File: config.mk
export PLATFORM = sky130hd
export DESIGN_NAME = positional_list_engine
export DESIGN_NICKNAME = d
export VERILOG_FILES = /design/src/rtl/core/ple_pkg.sv /design/src/rtl/core/ple_cell.sv /design/src/rtl/core/positional_list_engine.sv
export SDC_FILE = /design/constraint.sdc
export NUM_CORES = 2
export LEC_CHECK = 0
export ABC_AREA = 1
export BUFFER_PORTS_ARGS = -buffer_cell sky130_fd_sc_hd__buf_2
export CELL_PAD_IN_SITES_DETAIL_PLACEMENT = 0
export CELL_PAD_IN_SITES_GLOBAL_PLACEMENT = 1
export CORE_ASPECT_RATIO = 1.2
export CORE_UTILIZATION = 48
export DETAILED_ROUTE_END_ITERATION = 16
export MAX_ROUTING_LAYER = met4
export PLACE_DENSITY = 0.84
export SLEW_MARGIN = 20
export SYNTH_ARGS = -nofsm -noshare
export SYNTH_HDL_FRONTEND = slang
export SYNTH_SLANG_ARGS = --single-unit
File: constraint.sdc
create_clock -name clk -period 6.45 [get_ports clk]
set_input_delay 1.29 -clock clk [delete_from_list [all_inputs] [get_ports clk]]
set_output_delay 1.29 -clock clk [all_outputs]
set_load 0.01 [all_outputs]
File: src/rtl/core/ple_pkg.sv
// Shared types and codes for the positional list engine.
package ple_pkg;

	localparam int LIST_CAPACITY = 16;
	localparam int WORD_W        = 32;
	localparam int ACTION_W      = 3;
	localparam int POS_W         = 5;
	localparam int STATUS_W      = 3;
	localparam int COUNT_W       = 5;
	// slot index width, enough for the largest supported capacity (64)
	localparam int IDX_MAX_W     = 6;

	typedef enum logic [ACTION_W-1:0] {
		ACT_APPEND   = 3'd0,
		ACT_PREPEND  = 3'd1,
		ACT_INSERT   = 3'd2,
		ACT_DEL_HEAD = 3'd3,
		ACT_DEL_TAIL = 3'd4,
		ACT_DEL_POS  = 3'd5,
		ACT_READ     = 3'd6
	} action_t;

	typedef enum logic [STATUS_W-1:0] {
		ST_OK     = 3'd0,
		ST_EMPTY  = 3'd1,
		ST_BADPOS = 3'd2,
		ST_FULL   = 3'd3,
		ST_ENTRY  = 3'd4
	} status_t;

	typedef enum logic [1:0] {
		CELL_HOLD,
		CELL_INSERT,
		CELL_REMOVE,
		CELL_ROTATE
	} cell_op_t;

	typedef struct packed {
		cell_op_t               op;
		logic [IDX_MAX_W-1:0]   idx;
	} cell_ctl_t;

endpackage

File: src/rtl/core/ple_cell.sv
// One list slot: holds a word and takes it from the word bus or a neighbor.
module ple_cell #(
	parameter int INDEX = 0
) (
	input  logic                    clk,
	input  ple_pkg::cell_ctl_t      ctl,
	input  logic [ple_pkg::WORD_W-1:0] word,
	input  logic [ple_pkg::WORD_W-1:0] left,
	input  logic [ple_pkg::WORD_W-1:0] right,
	output logic [ple_pkg::WORD_W-1:0] data
);
	import ple_pkg::*;

	localparam logic [IDX_MAX_W-1:0] MY_IDX = IDX_MAX_W'(INDEX);

	logic [WORD_W-1:0] data_q;

	always_ff @(posedge clk) begin
		case (ctl.op)
			CELL_INSERT: begin
				if (MY_IDX == ctl.idx) begin
					data_q <= word;
				end else if (MY_IDX > ctl.idx) begin
					data_q <= left;
				end
			end
			CELL_REMOVE: begin
				if (MY_IDX >= ctl.idx) begin
					data_q <= right;
				end
			end
			// idx marks the tail slot; the head word wraps in there
			CELL_ROTATE: begin
				if (MY_IDX == ctl.idx) begin
					data_q <= word;
				end else if (MY_IDX < ctl.idx) begin
					data_q <= right;
				end
			end
			default: begin
				data_q <= data_q;
			end
		endcase
	end

	assign data = data_q;

endmodule

File: src/rtl/core/positional_list_engine.sv
// Top level: command decode, occupancy, read-out sequencing and the slot chain.
// A mutation's status is registered and appears in the cycle after its request is taken;
// busy stays low, so a new request may follow every cycle.
// Read-out of n entries: busy is high while the sequencer steps through them, paced
// by the slot chain rotating one position per cycle. Empty read-out: a single ST_EMPTY status.
// Reset clears occupancy and control; slot contents are not reset. valid is a strobe.
module positional_list_engine #(
	parameter int CAPACITY = ple_pkg::LIST_CAPACITY
) (
	input  logic                             clk,
	input  logic                             arst_n,
	input  logic                             start,
	input  logic [ple_pkg::ACTION_W-1:0]     action,
	input  logic signed [ple_pkg::WORD_W-1:0] value,
	input  logic [ple_pkg::POS_W-1:0]        position,
	output logic                             busy,
	output logic                             valid,
	output logic [ple_pkg::STATUS_W-1:0]     status,
	output logic signed [ple_pkg::WORD_W-1:0] entry_value,
	output logic [ple_pkg::COUNT_W-1:0]      entry_count,
	output logic                             last
);
	import ple_pkg::*;

	localparam int CNT_W = $clog2(CAPACITY + 1);
	localparam int CMP_W = ((CNT_W > POS_W) ? CNT_W : POS_W) + 1;
	localparam logic [CMP_W-1:0] CAP_W = CMP_W'(CAPACITY);

	typedef enum logic {S_IDLE, S_READ} state_t;

	state_t              state_q;
	logic [CNT_W-1:0]    cnt_q;
	logic [CNT_W-1:0]    rem_q;
	logic                valid_q;
	status_t             status_q;
	logic [WORD_W-1:0]   entry_value_q;
	logic [COUNT_W-1:0]  entry_count_q;
	logic                last_q;

	logic                accept;
	logic [CMP_W-1:0]    cnt_w;
	logic [CMP_W-1:0]    pos_w;
	logic                is_full;
	logic                is_empty;
	cell_ctl_t           ctl;
	status_t             st_n;
	logic [CNT_W-1:0]    cnt_n;
	logic                go_read;
	logic [WORD_W-1:0]   bcast_word;
	logic [WORD_W-1:0]   cell_data [CAPACITY];

	assign busy     = (state_q == S_READ);
	assign accept   = start && !busy;
	assign cnt_w    = CMP_W'(cnt_q);
	assign pos_w    = CMP_W'(position);
	assign is_full  = (cnt_w == CAP_W);
	assign is_empty = (cnt_q == '0);

	always_comb begin
		ctl.op  = CELL_HOLD;
		ctl.idx = '0;
		st_n    = ST_OK;
		cnt_n   = cnt_q;
		go_read = 1'b0;
		if (state_q == S_READ) begin
			ctl.op  = CELL_ROTATE;
			ctl.idx = IDX_MAX_W'(cnt_w - CMP_W'(1));
		end else if (accept) begin
			case (action)
				ACT_APPEND, ACT_PREPEND: begin
					if (is_full) begin
						st_n = ST_FULL;
					end else begin
						ctl.op  = CELL_INSERT;
						ctl.idx = (action == ACT_APPEND) ? IDX_MAX_W'(cnt_w) : '0;
						cnt_n   = CNT_W'(cnt_w + CMP_W'(1));
					end
				end
				ACT_INSERT: begin
					if (is_full) begin
						st_n = ST_FULL;
					end else if (is_empty && pos_w != CMP_W'(1)) begin
						st_n = ST_EMPTY;
					end else if (pos_w == '0 || pos_w > cnt_w + CMP_W'(1)) begin
						st_n = ST_BADPOS;
					end else begin
						ctl.op  = CELL_INSERT;
						ctl.idx = IDX_MAX_W'(pos_w - CMP_W'(1));
						cnt_n   = CNT_W'(cnt_w + CMP_W'(1));
					end
				end
				ACT_DEL_HEAD: begin
					if (is_empty) begin
						st_n = ST_EMPTY;
					end else begin
						ctl.op = CELL_REMOVE;
						cnt_n  = CNT_W'(cnt_w - CMP_W'(1));
					end
				end
				ACT_DEL_TAIL: begin
					if (is_empty) begin
						st_n = ST_EMPTY;
					end else begin
						cnt_n = CNT_W'(cnt_w - CMP_W'(1));
					end
				end
				ACT_DEL_POS: begin
					if (is_empty) begin
						st_n = ST_EMPTY;
					end else if (pos_w == '0 || pos_w > cnt_w) begin
						st_n = ST_BADPOS;
					end else begin
						ctl.op  = CELL_REMOVE;
						ctl.idx = IDX_MAX_W'(pos_w - CMP_W'(1));
						cnt_n   = CNT_W'(cnt_w - CMP_W'(1));
					end
				end
				ACT_READ: begin
					if (is_empty) begin
						st_n = ST_EMPTY;
					end else begin
						go_read = 1'b1;
					end
				end
				default: begin
					st_n = ST_OK;
				end
			endcase
		end
	end

	// during read-out the head word wraps around to the tail
	assign bcast_word = (state_q == S_READ) ? cell_data[0] : value;

	for (genvar i = 0; i < CAPACITY; i++) begin : g_cell
		logic [WORD_W-1:0] left_w;
		logic [WORD_W-1:0] right_w;
		if (i == 0) begin : g_head
			assign left_w = '0;
		end else begin : g_mid_l
			assign left_w = cell_data[i-1];
		end
		if (i == CAPACITY - 1) begin : g_tail
			assign right_w = cell_data[i];
		end else begin : g_mid_r
			assign right_w = cell_data[i+1];
		end
		ple_cell #(
			.INDEX (i)
		) u_cell (
			.clk   (clk),
			.ctl   (ctl),
			.word  (bcast_word),
			.left  (left_w),
			.right (right_w),
			.data  (cell_data[i])
		);
	end

	always_ff @(posedge clk or negedge arst_n) begin
		if (!arst_n) begin
			state_q       <= S_IDLE;
			cnt_q         <= '0;
			rem_q         <= '0;
			valid_q       <= 1'b0;
			status_q      <= ST_OK;
			entry_value_q <= '0;
			entry_count_q <= '0;
			last_q        <= 1'b0;
		end else begin
			valid_q <= 1'b0;
			case (state_q)
				S_IDLE: begin
					if (accept) begin
						cnt_q <= cnt_n;
						if (go_read) begin
							state_q <= S_READ;
							rem_q   <= cnt_q;
						end else begin
							valid_q       <= 1'b1;
							status_q      <= st_n;
							entry_value_q <= '0;
							entry_count_q <= COUNT_W'(cnt_n);
							last_q        <= 1'b1;
						end
					end
				end
				S_READ: begin
					valid_q       <= 1'b1;
					status_q      <= ST_ENTRY;
					entry_value_q <= cell_data[0];
					entry_count_q <= COUNT_W'(cnt_q);
					last_q        <= (rem_q == CNT_W'(1));
					rem_q         <= rem_q - CNT_W'(1);
					if (rem_q == CNT_W'(1)) begin
						state_q <= S_IDLE;
					end
				end
				default: begin
					state_q <= S_IDLE;
				end
			endcase
		end
	end

	assign valid       = valid_q;
	assign status      = status_q;
	assign entry_value = entry_value_q;
	assign entry_count = entry_count_q;
	assign last        = last_q;

	a_read_nonempty: assert property (@(posedge clk) disable iff (!arst_n)
		busy |-> (cnt_q != '0 && rem_q != '0))
		else $error("read-out running on an empty list");

	a_cnt_bound: assert property (@(posedge clk) disable iff (!arst_n)
		CMP_W'(cnt_q) <= CAP_W)
		else $error("occupancy above capacity");

	a_read_enters: assert property (@(posedge clk) disable iff (!arst_n)
		(accept && action == ACT_READ && cnt_q != '0) |=> (busy && !valid))
		else $error("read-out request did not start the sequencer");

	a_final_frees: assert property (@(posedge clk) disable iff (!arst_n)
		(valid && status == ST_ENTRY && last) |-> !busy)
		else $error("final read-out result while still busy");

	a_status_single: assert property (@(posedge clk) disable iff (!arst_n)
		(valid && status != ST_ENTRY) |-> (last && entry_value == '0))
		else $error("status result not a single final result");

endmodule
==> reports/qor.yml <==
hold_path.class: "flop to flop"
grt_overflow: 0
regArea_mm2: 0.0167
cts_setup_buffers: 0
final_antenna_net_count: 0
multiInputGateArea_mm2: 0.0134
clock_skew_ps: 25.5
yosysWarnings: 0
yosysTopAreaCell: "edfxtp_1"
drive_above_1_share_pct: 10.2
die-area_mm2: 0.0672
timing.fmax_mhz: 197
io_buffers: 85
clk_latency_ps: 620
avgSynthCellArea_um2: 8.11
numCtsBuffers: 66
core-area_mm2: 0.0650
relSlewSlack_pct: 19.9
instances_no_fill: 4764
mostFrequentLayoutCells: "1777 x nand2_1, 621 x nand3_1, 512 x edfxtp_1"
final_util_pct: 53.6
crit_type: "flop to flop"
antenna_found_initial: 1
start_util_pct: 48.9
grt_pass1_vias: 26500
gp_congestion: 0.975
powerDensity_mw_per_mm2: 697
drc_errors: 0
crit_path_start_kind: "flop"
clk_path_buf_depth: 3
fp.dieH_um: 284
postSynthCellCount: 3914
cts_resized: 0
ys_types: 45
grt_use_total_pct: 35.8
worst_pin_slew_ps: 1200
grt_setup_unrepaired: "false"
nets: 3938
die_w_um: 237
ys_ff_latch: 565
synthesis.nets: 3973
ios: 86
post_drt_wl_per_cell_um: 24.6
critPathArrivalTime_ps: 5330
hold_buffers: 0
vias: 28400
netlist_area_mm2: 0.0318
min_period_ps: 5090
yosys.area.top_type_share_pct: 48.4
vias_per_cell: 5.96
drt_pass1_iterations: 8
fin_crit_sh_pct: 78.9
cp_max_fo: 45
num_rows: 102
cts-root-buf: "clkbuf_16"
routed_wl_um: 117000
clk_pin_slew_ps: 60
leakage_uw: 0.0155
setup_slack_ps: 1360
syn_to_final_growth_pct: 9.69
cts_sinks: 565
hold_viol: 0
synthTopCellsByArea: "edfxtp_1 48%, nand2_1 21%, nand3_1 9.8%, dfrtp_1 4.2%, o21ai_0 2.5%"
grt_max_degree: 119
finalMaxSlewViolations: 0
maxCapViolCount: 0
final.setup.tns_ps: 0
fillers: 6153
layout_commonest_cell: "nand2_1"
ys_seq_area_share_pct: 52.6
htree_num_levels: 3
place_ws_ps: 1340
setup_viol_count_final: 0
dp_cells: 4643
dp_hpwl_um: 79900
hold_ws_ps: 467
required_ps: 6690
cts_tree: "yes"
status: "finished clean"
end_kind: "flop"
vdd_drop_max_mv: 0.462
grt_first_pass_wirelength_um: 175000
first_iter_violations: 3712
-- logic make-up after synthesis --
logic type / count (synthesis) / share of synthesized area [%]
flip-flops: 565 / 52.6
AND/OR/NAND/NOR: 2578 / 34.5
AO/OA/AOI/OAI: 348 / 6.28
buffers and inverters: 396 / 5.73
XOR/XNOR: 11 / 0.303
adder cells (fa/ha/maj): 16 / 0.630
-- area by class of cell --
cell class | count | share of cell area (%)
antenna | 4 | 0.0287
tap | 832 | 2.99
timing repair buffer | 157 | 2.85
clock buffer | 84 | 5.14
sequential | 565 | 48.0
multi-input combinational | 2953 | 38.5
inverter | 136 | 1.51
clock inverter | 33 | 1.06
-- power by group --
group | internal (uW) | switching (uW) | leakage, uW | total, uW
combinational | 2990 | 8440 | 0.00891 | 11400
sequential | 7500 | 1480 | 0.00556 | 8980
clock | 2250 | 1620 | 0.00105 | 3870
total | 12700 | 11500 | 0.0155 | 24300
-- cell usage after synthesis (all sizes together) --
library cell	instances
clkbuf	101
ha	16
a31oi	4
a22o	1
xnor2	3
a22oi	1
nor4	1
o22ai	5
xor2	8
buf	159
a21boi	2
nand4	1
a21oi	49
nor3	5
o21ai	248
or2	1
a32oi	1
dfrtp	53
nor2	120
o211ai	33
clkinv	2
nand3	632
nand2	1818
o31ai	1
o221ai	1
inv	134
a211oi	2
edfxtp	512
-- state kept, by name (all words and copies together) (netlist names) --
name,cells
entry_count,5
entry_value,32
valid,1
busy,1
g_cell.u_cell.data,512
last,1
rem_q,5
cnt_q,5
status,3
-- per-layer routing --
| layer | global-route usage [%] | wire length, um | vias to the layer above |
|---|---|---|---|
| met1 | 47.8 | 47000 | 13500 |
| met5 | - | 0 | - |
| met4 | 16.5 | 5590 | 0 |
| met3 | 5.74 | 12000 | 228 |
| li1 | - | - | 13000 |
| met2 | 53.5 | 52900 | 1671 |
-- critical path: stages (launching register included) --
cell and delay, ps:
dfrtp_1 580, inv_1 230, ha_1 450, inv_1 90
ha_1 300, nand2_1 70, nand2_1 50, nand2_1 50
nand2_1 40, nand2_1 50, nand2_1 40, nand2_1 110
nand3_2 120, nand2_4 130, nand2_1 70, nand2_1 120
nand2_2 100, nand2_8 150, nand2_4 80, clkinv_2 240
nand3_4 510, inv_2 430, nor2_1 90, nor3_2 120
buf_4 450
-- metrics by stage --
stage / total power, uW / instance area (um^2)
CTS: 24000 / 34800
global placement: 20000 / 32600
detailed placement: 20200 / 32600
global route: 25600 / 34800
floorplan: 15900 / 31800
finish: 24300 / 34800
-- worst paths after layout --
check	startpoint	to	slack [ps]	cells past startpoint
worst min register to register	entry_value[18]	entry_value[18]	470	2
worst min-delay path	entry_value[18]	entry_value[18]	470	2
max in group asynchronous	arst_n	busy	5090	2
worst max register to register	cnt_q[0]	g_cell[11].u_cell.data[26]	1360	24
min in group asynchronous	arst_n	status[2]	810	2
worst max-delay path	cnt_q[0]	g_cell[11].u_cell.data[26]	1360	24
(Power assumes the default switching activity.)
